==> src/hw/rtl/assert_macros.svh <==
// Assertion helpers for the RTL.
`ifndef ASSERT_MACROS_SVH
`define ASSERT_MACROS_SVH

// same-cycle implication
`define ASSERT_IMP(label, clk, rst_n, ante, cons, msg) \
	label: assert property (@(posedge clk) disable iff (!rst_n) (ante) |-> (cons)) \
		else $error(msg);

// next-cycle implication
`define ASSERT_NXT(label, clk, rst_n, ante, cons, msg) \
	label: assert property (@(posedge clk) disable iff (!rst_n) (ante) |=> (cons)) \
		else $error(msg);

`endif

==> src/hw/rtl/llf_pkg.sv <==
package llf_pkg;

	localparam int SAMPLE_BITS    = 24;
	localparam int STATE_BITS     = 32;
	localparam int COEF_FRAC_BITS = 20;
	localparam int FRAC_BITS      = SAMPLE_BITS - 1;
	localparam int ACC_BITS       = STATE_BITS + 2;
	localparam int OPND_BITS      = STATE_BITS + 1;
	localparam int PROD_BITS      = 2 * STATE_BITS;
	localparam int MAG_BITS       = PROD_BITS - COEF_FRAC_BITS;

	localparam int CP_BITS       = 21;
	localparam int CK_BITS       = 22;
	localparam int CR_BITS       = 23;
	localparam int CFG_DATA_BITS = 23;
	localparam int CFG_IDX_BITS  = 2;

	// reciprocal of 6 for magnitudes below 2^32
	localparam int                    DIV6_SHIFT = 34;
	localparam logic [STATE_BITS-1:0] DIV6_MULT  = 32'hAAAA_AAAB;

	localparam logic [CFG_IDX_BITS-1:0] REG_ENABLE  = 2'd0;
	localparam logic [CFG_IDX_BITS-1:0] REG_COEFF_P = 2'd1;
	localparam logic [CFG_IDX_BITS-1:0] REG_COEFF_K = 2'd2;
	localparam logic [CFG_IDX_BITS-1:0] REG_COEFF_R = 2'd3;

	localparam int                 PC_BITS  = 6;
	localparam logic [PC_BITS-1:0] PC_END   = 6'd49;
	localparam logic [PC_BITS-1:0] PC_BYP   = 6'd50;
	localparam int                 STG_BASE = 6;
	localparam int                 STG_LEN  = 7;

	typedef enum logic [1:0] {SET_NONE, SET_X, SET_C} set_t;
	typedef enum logic [2:0] {A_C, A_SIP, A_K, A_R, A_T} a_sel_t;
	typedef enum logic [1:0] {B_P, B_SO, B_C, B_D6} b_sel_t;
	typedef enum logic [1:0] {SH_COEF, SH_FRAC, SH_DIV} sh_t;
	typedef enum logic [1:0] {OP_NONE, OP_LOAD, OP_ADD, OP_SUB} op_t;
	typedef enum logic [2:0] {WB_NONE, WB_C, WB_T, WB_CSO, WB_SIP} wb_t;
	typedef enum logic [1:0] {J_NEXT, J_DIS, J_ALWAYS, J_END} jmp_t;

	typedef struct packed {
		set_t               set;
		a_sel_t             a;
		b_sel_t             b;
		logic [1:0]         idx;
		sh_t                sh;
		op_t                op;
		wb_t                wb;
		jmp_t               jmp;
		logic [PC_BITS-1:0] target;
	} uc_word_t;

	localparam uc_word_t UC_NOP = '{SET_NONE, A_C, B_P, 2'd0, SH_COEF, OP_NONE, WB_NONE,
		J_NEXT, '0};

	function automatic logic signed [STATE_BITS-1:0] sat_state(
		logic signed [ACC_BITS-1:0] v);
		logic signed [STATE_BITS-1:0] r;
		r = v[STATE_BITS-1:0];
		if (!v[ACC_BITS-1] && (|v[ACC_BITS-2:STATE_BITS-1]))
			r = {1'b0, {(STATE_BITS-1){1'b1}}};
		else if (v[ACC_BITS-1] && !(&v[ACC_BITS-2:STATE_BITS-1]))
			r = {1'b1, {(STATE_BITS-1){1'b0}}};
		return r;
	endfunction

	function automatic logic [SAMPLE_BITS-1:0] sat_sample(logic signed [STATE_BITS-1:0] v);
		logic [SAMPLE_BITS-1:0] r;
		r = v[SAMPLE_BITS-1:0];
		if (!v[STATE_BITS-1] && (|v[STATE_BITS-2:SAMPLE_BITS-1]))
			r = {1'b0, {(SAMPLE_BITS-1){1'b1}}};
		else if (v[STATE_BITS-1] && !(&v[STATE_BITS-2:SAMPLE_BITS-1]))
			r = {1'b1, {(SAMPLE_BITS-1){1'b0}}};
		return r;
	endfunction

	function automatic uc_word_t uc_mul(a_sel_t a, b_sel_t b, logic [1:0] idx, sh_t sh,
		op_t op);
		uc_word_t w;
		w     = UC_NOP;
		w.a   = a;
		w.b   = b;
		w.idx = idx;
		w.sh  = sh;
		w.op  = op;
		return w;
	endfunction

	function automatic uc_word_t uc_wb(wb_t wb, logic [1:0] idx);
		uc_word_t w;
		w     = UC_NOP;
		w.wb  = wb;
		w.idx = idx;
		return w;
	endfunction

	// Program: feedback subtract, four ladder stages, soft clipper, output.
	function automatic uc_word_t ucode_rom(logic [PC_BITS-1:0] pc);
		uc_word_t w;
		int       base;
		case (pc)
			6'd0: begin
				w        = UC_NOP;
				w.set    = SET_X;
				w.jmp    = J_DIS;
				w.target = PC_BYP;
			end
			6'd1:  w = uc_mul(A_R, B_SO, 2'd3, SH_COEF, OP_SUB);
			6'd5:  w = uc_wb(WB_C, 2'd0);
			6'd34: w = uc_mul(A_C, B_C, 2'd0, SH_FRAC, OP_LOAD);
			6'd38: w = uc_wb(WB_T, 2'd0);
			6'd39: w = uc_mul(A_T, B_C, 2'd0, SH_FRAC, OP_LOAD);
			6'd43: w = uc_wb(WB_T, 2'd0);
			6'd44: begin
				w     = uc_mul(A_T, B_D6, 2'd0, SH_DIV, OP_SUB);
				w.set = SET_C;
			end
			6'd48: w = uc_wb(WB_CSO, 2'd3);
			PC_END: begin
				w     = UC_NOP;
				w.jmp = J_END;
			end
			PC_BYP: begin
				w        = uc_wb(WB_C, 2'd0);
				w.jmp    = J_ALWAYS;
				w.target = PC_END;
			end
			default: w = UC_NOP;
		endcase
		for (int n = 0; n < 4; n++) begin
			base = STG_BASE + n * STG_LEN;
			if (pc == PC_BITS'(base))
				w = uc_mul(A_C, B_P, 2'(n), SH_COEF, OP_LOAD);
			if (pc == PC_BITS'(base + 1))
				w = uc_mul(A_SIP, B_P, 2'(n), SH_COEF, OP_ADD);
			if (pc == PC_BITS'(base + 2)) begin
				w    = uc_mul(A_K, B_SO, 2'(n), SH_COEF, OP_SUB);
				w.wb = WB_SIP;
			end
			if (pc == PC_BITS'(base + 6))
				w = uc_wb((n == 3) ? WB_C : WB_CSO, 2'(n));
		end
		return w;
	endfunction

endpackage

==> src/hw/rtl/llf_seq.sv <==
module llf_seq import llf_pkg::*; (
	input  logic     clk,
	input  logic     arst_n,
	input  logic     start,
	input  logic     enable,
	input  logic     out_free,
	output uc_word_t uc,
	output logic     busy,
	output logic     done
);

	logic               busy_q;
	logic [PC_BITS-1:0] pc_q;
	uc_word_t           rom;

	assign rom  = ucode_rom(pc_q);
	assign busy = busy_q;
	assign uc   = busy_q ? rom : UC_NOP;
	assign done = busy_q && (rom.jmp == J_END) && out_free;

	always_ff @(posedge clk or negedge arst_n) begin
		if (!arst_n) begin
			busy_q <= 1'b0;
			pc_q   <= '0;
		end else if (start) begin
			busy_q <= 1'b1;
			pc_q   <= '0;
		end else if (busy_q) begin
			case (rom.jmp)
				J_DIS:    pc_q <= enable ? pc_q + 1'b1 : rom.target;
				J_ALWAYS: pc_q <= rom.target;
				J_END: begin
					if (out_free)
						busy_q <= 1'b0;
				end
				default:  pc_q <= pc_q + 1'b1;
			endcase
		end
	end

endmodule

==> src/hw/rtl/llf_dp.sv <==
module llf_dp import llf_pkg::*; (
	input  logic                         clk,
	input  logic                         arst_n,
	input  uc_word_t                     uc,
	input  logic signed [SAMPLE_BITS-1:0] x,
	input  logic [CP_BITS-1:0]           coeff_p,
	input  logic signed [CK_BITS-1:0]    coeff_k,
	input  logic [CR_BITS-1:0]           coeff_r,
	output logic signed [STATE_BITS-1:0] c
);

	logic signed [STATE_BITS-1:0] so_q  [4];
	logic signed [STATE_BITS-1:0] sip_q [4];
	logic signed [STATE_BITS-1:0] c_q;
	logic signed [STATE_BITS-1:0] t_q;
	logic signed [ACC_BITS-1:0]   acc_q;
	logic signed [STATE_BITS-1:0] acc_sat;

	logic signed [OPND_BITS-1:0] a_v;
	logic signed [OPND_BITS-1:0] b_v;
	logic [OPND_BITS-1:0]        a_abs;
	logic [OPND_BITS-1:0]        b_abs;

	logic [STATE_BITS-1:0] ma_s1;
	logic [STATE_BITS-1:0] mb_s1;
	logic                  neg_s1;
	sh_t                   sh_s1;
	op_t                   op_s1;

	logic [PROD_BITS-1:0] prod_s2;
	logic                 neg_s2;
	sh_t                  sh_s2;
	op_t                  op_s2;

	logic signed [STATE_BITS-1:0] res_s3;
	op_t                          op_s3;

	logic [PROD_BITS-1:0]         rsum;
	logic [MAG_BITS-1:0]          mag;
	logic signed [STATE_BITS-1:0] res;

	assign c       = c_q;
	assign acc_sat = sat_state(acc_q);

	always_comb begin
		case (uc.a)
			A_C:     a_v = OPND_BITS'(c_q);
			A_SIP:   a_v = OPND_BITS'(sip_q[uc.idx]);
			A_K:     a_v = OPND_BITS'(coeff_k);
			A_R:     a_v = OPND_BITS'(coeff_r);
			A_T:     a_v = OPND_BITS'(t_q);
			default: a_v = '0;
		endcase
		case (uc.b)
			B_P:     b_v = OPND_BITS'(coeff_p);
			B_SO:    b_v = OPND_BITS'(so_q[uc.idx]);
			B_C:     b_v = OPND_BITS'(c_q);
			B_D6:    b_v = OPND_BITS'(DIV6_MULT);
			default: b_v = '0;
		endcase
		a_abs = a_v[OPND_BITS-1] ? OPND_BITS'(-a_v) : OPND_BITS'(a_v);
		b_abs = b_v[OPND_BITS-1] ? OPND_BITS'(-b_v) : OPND_BITS'(b_v);
	end

	// magnitude rounding, ties away from zero (the divide shift truncates), then saturation
	always_comb begin
		rsum = prod_s2;
		case (sh_s2)
			SH_COEF: begin
				rsum = prod_s2 + (PROD_BITS'(1) << (COEF_FRAC_BITS - 1));
				mag  = MAG_BITS'(rsum >> COEF_FRAC_BITS);
			end
			SH_FRAC: begin
				rsum = prod_s2 + (PROD_BITS'(1) << (FRAC_BITS - 1));
				mag  = MAG_BITS'(rsum >> FRAC_BITS);
			end
			SH_DIV:  mag = MAG_BITS'(prod_s2 >> DIV6_SHIFT);
			default: mag = '0;
		endcase
		if (!neg_s2)
			res = (mag > MAG_BITS'({1'b0, {(STATE_BITS-1){1'b1}}})) ?
				{1'b0, {(STATE_BITS-1){1'b1}}} : STATE_BITS'(mag);
		else
			res = (mag >= MAG_BITS'({1'b1, {(STATE_BITS-1){1'b0}}})) ?
				{1'b1, {(STATE_BITS-1){1'b0}}} : -STATE_BITS'(mag);
	end

	always_ff @(posedge clk or negedge arst_n) begin
		if (!arst_n) begin
			op_s1 <= OP_NONE;
			op_s2 <= OP_NONE;
			op_s3 <= OP_NONE;
		end else begin
			op_s1 <= uc.op;
			op_s2 <= op_s1;
			op_s3 <= op_s2;
		end
	end

	always_ff @(posedge clk) begin
		ma_s1   <= a_abs[STATE_BITS-1:0];
		mb_s1   <= b_abs[STATE_BITS-1:0];
		neg_s1  <= a_v[OPND_BITS-1] ^ b_v[OPND_BITS-1];
		sh_s1   <= uc.sh;
		prod_s2 <= ma_s1 * mb_s1;
		neg_s2  <= neg_s1;
		sh_s2   <= sh_s1;
		res_s3  <= res;
	end

	always_ff @(posedge clk) begin
		case (uc.set)
			SET_X: acc_q <= ACC_BITS'(x);
			SET_C: acc_q <= ACC_BITS'(c_q);
			default: begin
				case (op_s3)
					OP_LOAD: acc_q <= ACC_BITS'(res_s3);
					OP_ADD:  acc_q <= acc_q + ACC_BITS'(res_s3);
					OP_SUB:  acc_q <= acc_q - ACC_BITS'(res_s3);
					default: acc_q <= acc_q;
				endcase
			end
		endcase
		case (uc.wb)
			WB_C:    c_q <= acc_sat;
			WB_T:    t_q <= acc_sat;
			WB_CSO:  c_q <= acc_sat;
			default: c_q <= c_q;
		endcase
	end

	// ladder state
	always_ff @(posedge clk or negedge arst_n) begin
		if (!arst_n) begin
			for (int i = 0; i < 4; i++) begin
				so_q[i]  <= '0;
				sip_q[i] <= '0;
			end
		end else begin
			case (uc.wb)
				WB_CSO:  so_q[uc.idx]  <= acc_sat;
				WB_SIP:  sip_q[uc.idx] <= c_q;
				default: ;
			endcase
		end
	end

endmodule

==> src/hw/rtl/ladder_lowpass_filter.sv <==
// Each accepted sample runs the 50-step microcode program when enabled, or its bypass steps
// when disabled; s_axis_tready stays low until the program ends, so one sample is in work at a time.
// The program runs all 16 multiplies through one shared 32x32 multiplier pipeline.
// A result waiting on m_axis holds the program only at its last step.
// Reset: config registers and ladder state clear to zero, sequencer idles, output empties.
`include "assert_macros.svh"

module ladder_lowpass_filter import llf_pkg::*; (
	input  logic                     clk,
	input  logic                     arst_n,
	input  logic                     s_axis_tvalid,
	output logic                     s_axis_tready,
	input  logic [SAMPLE_BITS-1:0]   s_axis_tdata,  // sample_in
	input  logic                     s_axis_tlast,  // block_end
	output logic                     m_axis_tvalid,
	input  logic                     m_axis_tready,
	output logic [SAMPLE_BITS-1:0]   m_axis_tdata,  // sample_out
	output logic                     m_axis_tlast,  // block_end_out
	input  logic                     cfg_valid,
	output logic                     cfg_ready,
	input  logic [CFG_IDX_BITS-1:0]  cfg_index,
	input  logic [CFG_DATA_BITS-1:0] cfg_data
);

	logic                          enable_q;
	logic [CP_BITS-1:0]            coeff_p_q;
	logic signed [CK_BITS-1:0]     coeff_k_q;
	logic [CR_BITS-1:0]            coeff_r_q;

	logic signed [SAMPLE_BITS-1:0] x_q;
	logic                          blk_q;
	logic                          out_valid_q;
	logic [SAMPLE_BITS-1:0]        out_data_q;
	logic                          out_last_q;

	logic                          start;
	logic                          out_free;
	logic                          seq_busy;
	logic                          seq_done;
	uc_word_t                      uc;
	logic signed [STATE_BITS-1:0]  dp_c;

	assign cfg_ready     = 1'b1;
	assign s_axis_tready = !seq_busy;
	assign start         = s_axis_tvalid && !seq_busy;
	assign out_free      = !out_valid_q || m_axis_tready;
	assign m_axis_tvalid = out_valid_q;
	assign m_axis_tdata  = out_data_q;
	assign m_axis_tlast  = out_last_q;

	always_ff @(posedge clk or negedge arst_n) begin
		if (!arst_n) begin
			enable_q  <= 1'b0;
			coeff_p_q <= '0;
			coeff_k_q <= '0;
			coeff_r_q <= '0;
		end else if (cfg_valid) begin
			case (cfg_index)
				REG_ENABLE:  enable_q  <= cfg_data[0];
				REG_COEFF_P: coeff_p_q <= cfg_data[CP_BITS-1:0];
				REG_COEFF_K: coeff_k_q <= cfg_data[CK_BITS-1:0];
				REG_COEFF_R: coeff_r_q <= cfg_data[CR_BITS-1:0];
				default: ;
			endcase
		end
	end

	always_ff @(posedge clk) begin
		if (start) begin
			x_q   <= s_axis_tdata;
			blk_q <= s_axis_tlast;
		end
	end

	always_ff @(posedge clk or negedge arst_n) begin
		if (!arst_n)
			out_valid_q <= 1'b0;
		else if (seq_done)
			out_valid_q <= 1'b1;
		else if (m_axis_tready)
			out_valid_q <= 1'b0;
	end

	always_ff @(posedge clk) begin
		if (seq_done) begin
			out_data_q <= sat_sample(dp_c);
			out_last_q <= blk_q;
		end
	end

	llf_seq u_seq (
		.clk      (clk),
		.arst_n   (arst_n),
		.start    (start),
		.enable   (enable_q),
		.out_free (out_free),
		.uc       (uc),
		.busy     (seq_busy),
		.done     (seq_done)
	);

	llf_dp u_dp (
		.clk     (clk),
		.arst_n  (arst_n),
		.uc      (uc),
		.x       (x_q),
		.coeff_p (coeff_p_q),
		.coeff_k (coeff_k_q),
		.coeff_r (coeff_r_q),
		.c       (dp_c)
	);

	`ASSERT_NXT(a_one_in_work, clk, arst_n, s_axis_tvalid && s_axis_tready, !s_axis_tready, "new beat taken while a sample is in work")
	`ASSERT_IMP(a_done_out_free, clk, arst_n, seq_done, !m_axis_tvalid || m_axis_tready, "result overwrites a pending output beat")
	`ASSERT_IMP(a_out_from_run, clk, arst_n, $rose(m_axis_tvalid), $past(seq_busy), "output beat without a program run")

endmodule
==> config.mk <==
export PLATFORM = sky130hd
export DESIGN_NAME = ladder_lowpass_filter
export DESIGN_NICKNAME = d
export VERILOG_FILES = /design/src/hw/rtl/llf_pkg.sv /design/src/hw/rtl/llf_seq.sv /design/src/hw/rtl/llf_dp.sv /design/src/hw/rtl/ladder_lowpass_filter.sv
export VERILOG_INCLUDE_DIRS = /design/src /design/src/hw/rtl
export SDC_FILE = /design/constraint.sdc
export NUM_CORES = 2
export LEC_CHECK = 0
export ABC_AREA = 1
export BUFFER_PORTS_ARGS = -buffer_cell sky130_fd_sc_hd__buf_2
export CAP_MARGIN = 25
export CORE_UTILIZATION = 30
export DETAILED_ROUTE_END_ITERATION = 6
export SLEW_MARGIN = 10
export SYNTH_ARGS = -nofsm -noshare
export SYNTH_HDL_FRONTEND = slang
export SYNTH_SLANG_ARGS = --single-unit
==> constraint.sdc <==
create_clock -name clk -period 8.7 [get_ports clk]
set_input_delay 0.87 -clock clk [delete_from_list [all_inputs] [get_ports clk]]
set_output_delay 0.87 -clock clk [all_outputs]
set_load 0.02 [all_outputs]
==> impl_results.md <==
* Fmax at 118 MHz
* CTS tree: done
* Setup bufs post-CTS at 0
* Initial antenna violation count at 3
* Drt pass-1 iters at 6
* Synth area leader: fa_1
* Tightest Pin Transition at 1.20 ns
* #FFs+latches synth at approximately 630
* CP required at between 9 and 10 ns
* Unique cell type count in the Yosys netlist at 58
* Combinational family with the most area after synthesis: adder cells
* Pins Over Slew Limit at 0
* Most frequent cells in the layout: nand2_1 (2,679), inv_1 (1,747), fa_1 (896), o21ai_0 (549), nor2_1 (422)
* Setup crit start: u_dp.ma_s1[22]
* Status: finished clean
* Register-to-register setup slack at 0.22 ns
* RSZ-0062 raised after global routing: false
* Clock Tree Buf Depth at 3
* Setup tns final at 0 ns
* Initial Utilization at 0.302
* DRT Wirelength at 239 mm
* Synth Area in Adders at 0.320
* PortBufs at between 80 and 90
* Synthesized instance count at 8,931
* Reg2Reg Depth at 25
* Crit path to: u_dp.prod_s2[45]
* Cell area after layout at approximately 75,000 um^2
* Synth Flop Type: dfrtp_1
* Antenna Nets Post-Route at 0
* Skew final at ~0.034 ns
* Die area at 229,000 um^2
* Placed Area at 72,100 um^2
* Cell area after synthesis at 68,100 um^2
* Num CTS Buffers at 73
* Share of the synthesized area in the top cell type at 0.263
* GRT Overall Usage at 0.210
* Worst R2R End: u_dp.prod_s2[45]
* Root buffer cell: clkbuf_16
* Die X at between 400 and 500 um
* Vias in the first global route at 60,200
* Max_cap viols at 0
* Worst R2R Start: u_dp.ma_s1[22]
* Post-DP HPWL at 190 mm
* Total core area at 225,000 um^2
* Syn avg cell area at roughly 7.6 um^2
* Reg clk slew, reported paths at 0.06 ns
* Critical path peak fanout at 16
* CP Capture Type: flip-flop
* Crit-path slowest cell: dfxtp_1
* WL per Instance at 20.1 um
* Critical Path AT at ~9.0 ns
* CP most frequent cell: fa_1
* Min cycle time layout at 8.48 ns
* Io pins at 83
* Final setup fails at 0
* Slew headroom at 0.202
* H-tree levels at 3
* Mux contribution to synthesized area at 0.000165
* Number of flops mapped to enable cells by yosys at 148
* Crit start category: flip-flop
* Total of warnings raised by yosys at 0
* DP Cell Count at 11,800
* Global-route wire length before repair at between 300 and 400 mm
* Die Ht at around 480 um
* # DRC at 0
* Fin crit share at 0.975
* Critical path type: flip-flop to flip-flop
* P&R area growth vs syn at 9.51%
* Crit-path max cell delay at ~0.93 ns
* Compound-Gate Fraction of Synth Area at 0.0884
* Nets at 10,100
* Leading cell type in the layout, fill and taps excluded: nand2_1
* Antenna Cells at 0
* Overflow after GRT at 0
* Starting DRT DRC Count at 5,792
* Area contributors post-synth: fa_1 (26%), nand2_1 (15%), dfrtp_1 (12%)
* Clock Latency Late Sink at around 0.68 ns
* Hold Crit Class: primary input to async pin
* Syn nets at roughly 10,000
* Synth Area in XOR/XNOR at 0.0220
* Clock sink total at about 630
* Row count at 174
* Hold Fails Final Rpt at 0
* Finished Layout Cells at about 12,000
* Crit path buf inv count at 5
* RePlAce Congestion at around 0.97
* Seq/Total Area, Yosys at 0.232
* Layout cells sized above 1 at 0.0537
* Largest net degree at the start of global routing at 129
* Crit path max-delay family: adder cells
* Via/cell ratio at 4.96
* DR vias at 59,100
* Async SR Flop Fraction at 0.533
* Synth Area in Simple Gates at 0.215
* Critical Path Stages at 25
## flip-flops by register name (all words and copies together) (netlist names), 2 cells and up
register      flops
u_dp.op_s3        2
u_dp.sh_s1        2
u_dp.acc_q       34
u_dp.res_s3      32
u_dp.c           32
u_dp.sip_q      128
m_axis_tdata     24
u_dp.sh_s2        2
coeff_p_q        21
u_dp.so_q       128
u_dp.t_q         32
coeff_k_q        22
u_seq.pc_q        6
u_dp.op_s2        2
x_q              24
u_dp.op_s1        2
u_dp.mb_s1       32
u_dp.ma_s1       32
coeff_r_q        23
u_dp.prod_s2     45
## layout make-up
| type | instances | area (um^2) |
|---|---|---|
| clock buffers | 106 | 2110 |
| clock inverters | 29 | 332 |
| well taps | 2992 | 3740 |
| flip-flops and latches | 632 | 15800 |
| inverters | 1764 | 6620 |
| multi-input cells | 6130 | 44100 |
| repair buffers | 259 | 1810 |
| fillers | 23900 | 151000 |
## logic make-up after synthesis
family / after synthesis
adders and majority gates: 1206
AOI/OAI and AO/OA: 1092
buffers and inverters: 2169
xor gates and xnor gates: 171
other: 1
and+or+nand+nor: 3659
DFF: 632
muxes: 1
## worst min path at each step
stage                          endpoint  slack (ns)  cells past startpoint
final                          enable_q        0.25                      1
after global placement    u_dp.sh_s2[0]        0.31                      0
after floorplan             u_dp.neg_s2        0.31                      0
after detailed placement    u_dp.neg_s2        0.31                      0
after global routing           enable_q        0.31                      1
after CTS                      enable_q        0.25                      1
## worst register-to-register path, stage by stage, from the launching register on
cell and delay (ns):
dfxtp_1 0.93, nand2_1 0.18, fa_1 0.58, inv_1 0.05, fa_1 0.48, inv_1 0.05
fa_1 0.48, inv_1 0.07, fa_1 0.63, fa_1 0.47, fa_1 0.56, fa_1 0.54
inv_1 0.07, fa_1 0.55, inv_1 0.06, ha_1 0.37, nand2_1 0.14, nor2_1 0.20
nand2_1 0.18, nor4_1 0.22, nand2_1 0.15, nand3_1 0.33, a21o_1 0.33, nand3_1 0.17
o21ai_0 0.31, xor2_1 0.25
## layer usage
metal	track usage	vias to the layer above	part of all wire	wire (um)
met2	0.326	2470	0.44	106000
met3	0.0325	350	0.080	19200
met5	0	-	0	0
met1	0.292	29300	0.44	105000
li1	-	27000	-	-
met4	0.0801	0	0.040	9620
## metrics by stage
stage	hold slack (ns)	setup WS (ns)	util
floorplan	0.310	1.87	-
global placement	0.314	-0.109	0.320
detailed placement	0.314	-0.0284	0.320
CTS	0.253	0.0996	0.331
global route	0.312	0.00717	0.331
finish	0.253	0.221	0.331
## Yosys cell counts, types with 24 or more instances
cell type	number
o211ai_1	24
xor2_1	136
inv_1	1747
o21a_1	72
o21ai_1	36
a31oi_1	35
buf_2	73
clkbuf_1	303
xnor2_1	35
nor3_1	59
o21ai_0	550
fa_1	896
a21oi_1	282
edfxtp_1	148
dfxtp_1	147
dfrtp_1	337
nand3_1	316
nand4_1	86
nand2_1	2683
ha_1	310
nor2_1	432
## timing repair
action	CTS	global route
hold endpoints to repair	0	0
gates resized for setup	1	16
setup endpoints to repair	1	2
gates cloned	0	0
hold buffers	0	0
Power is left out: the tool's default activity adds up to more than one toggle a clock period on the data nets, which glitch-free logic cannot reach.
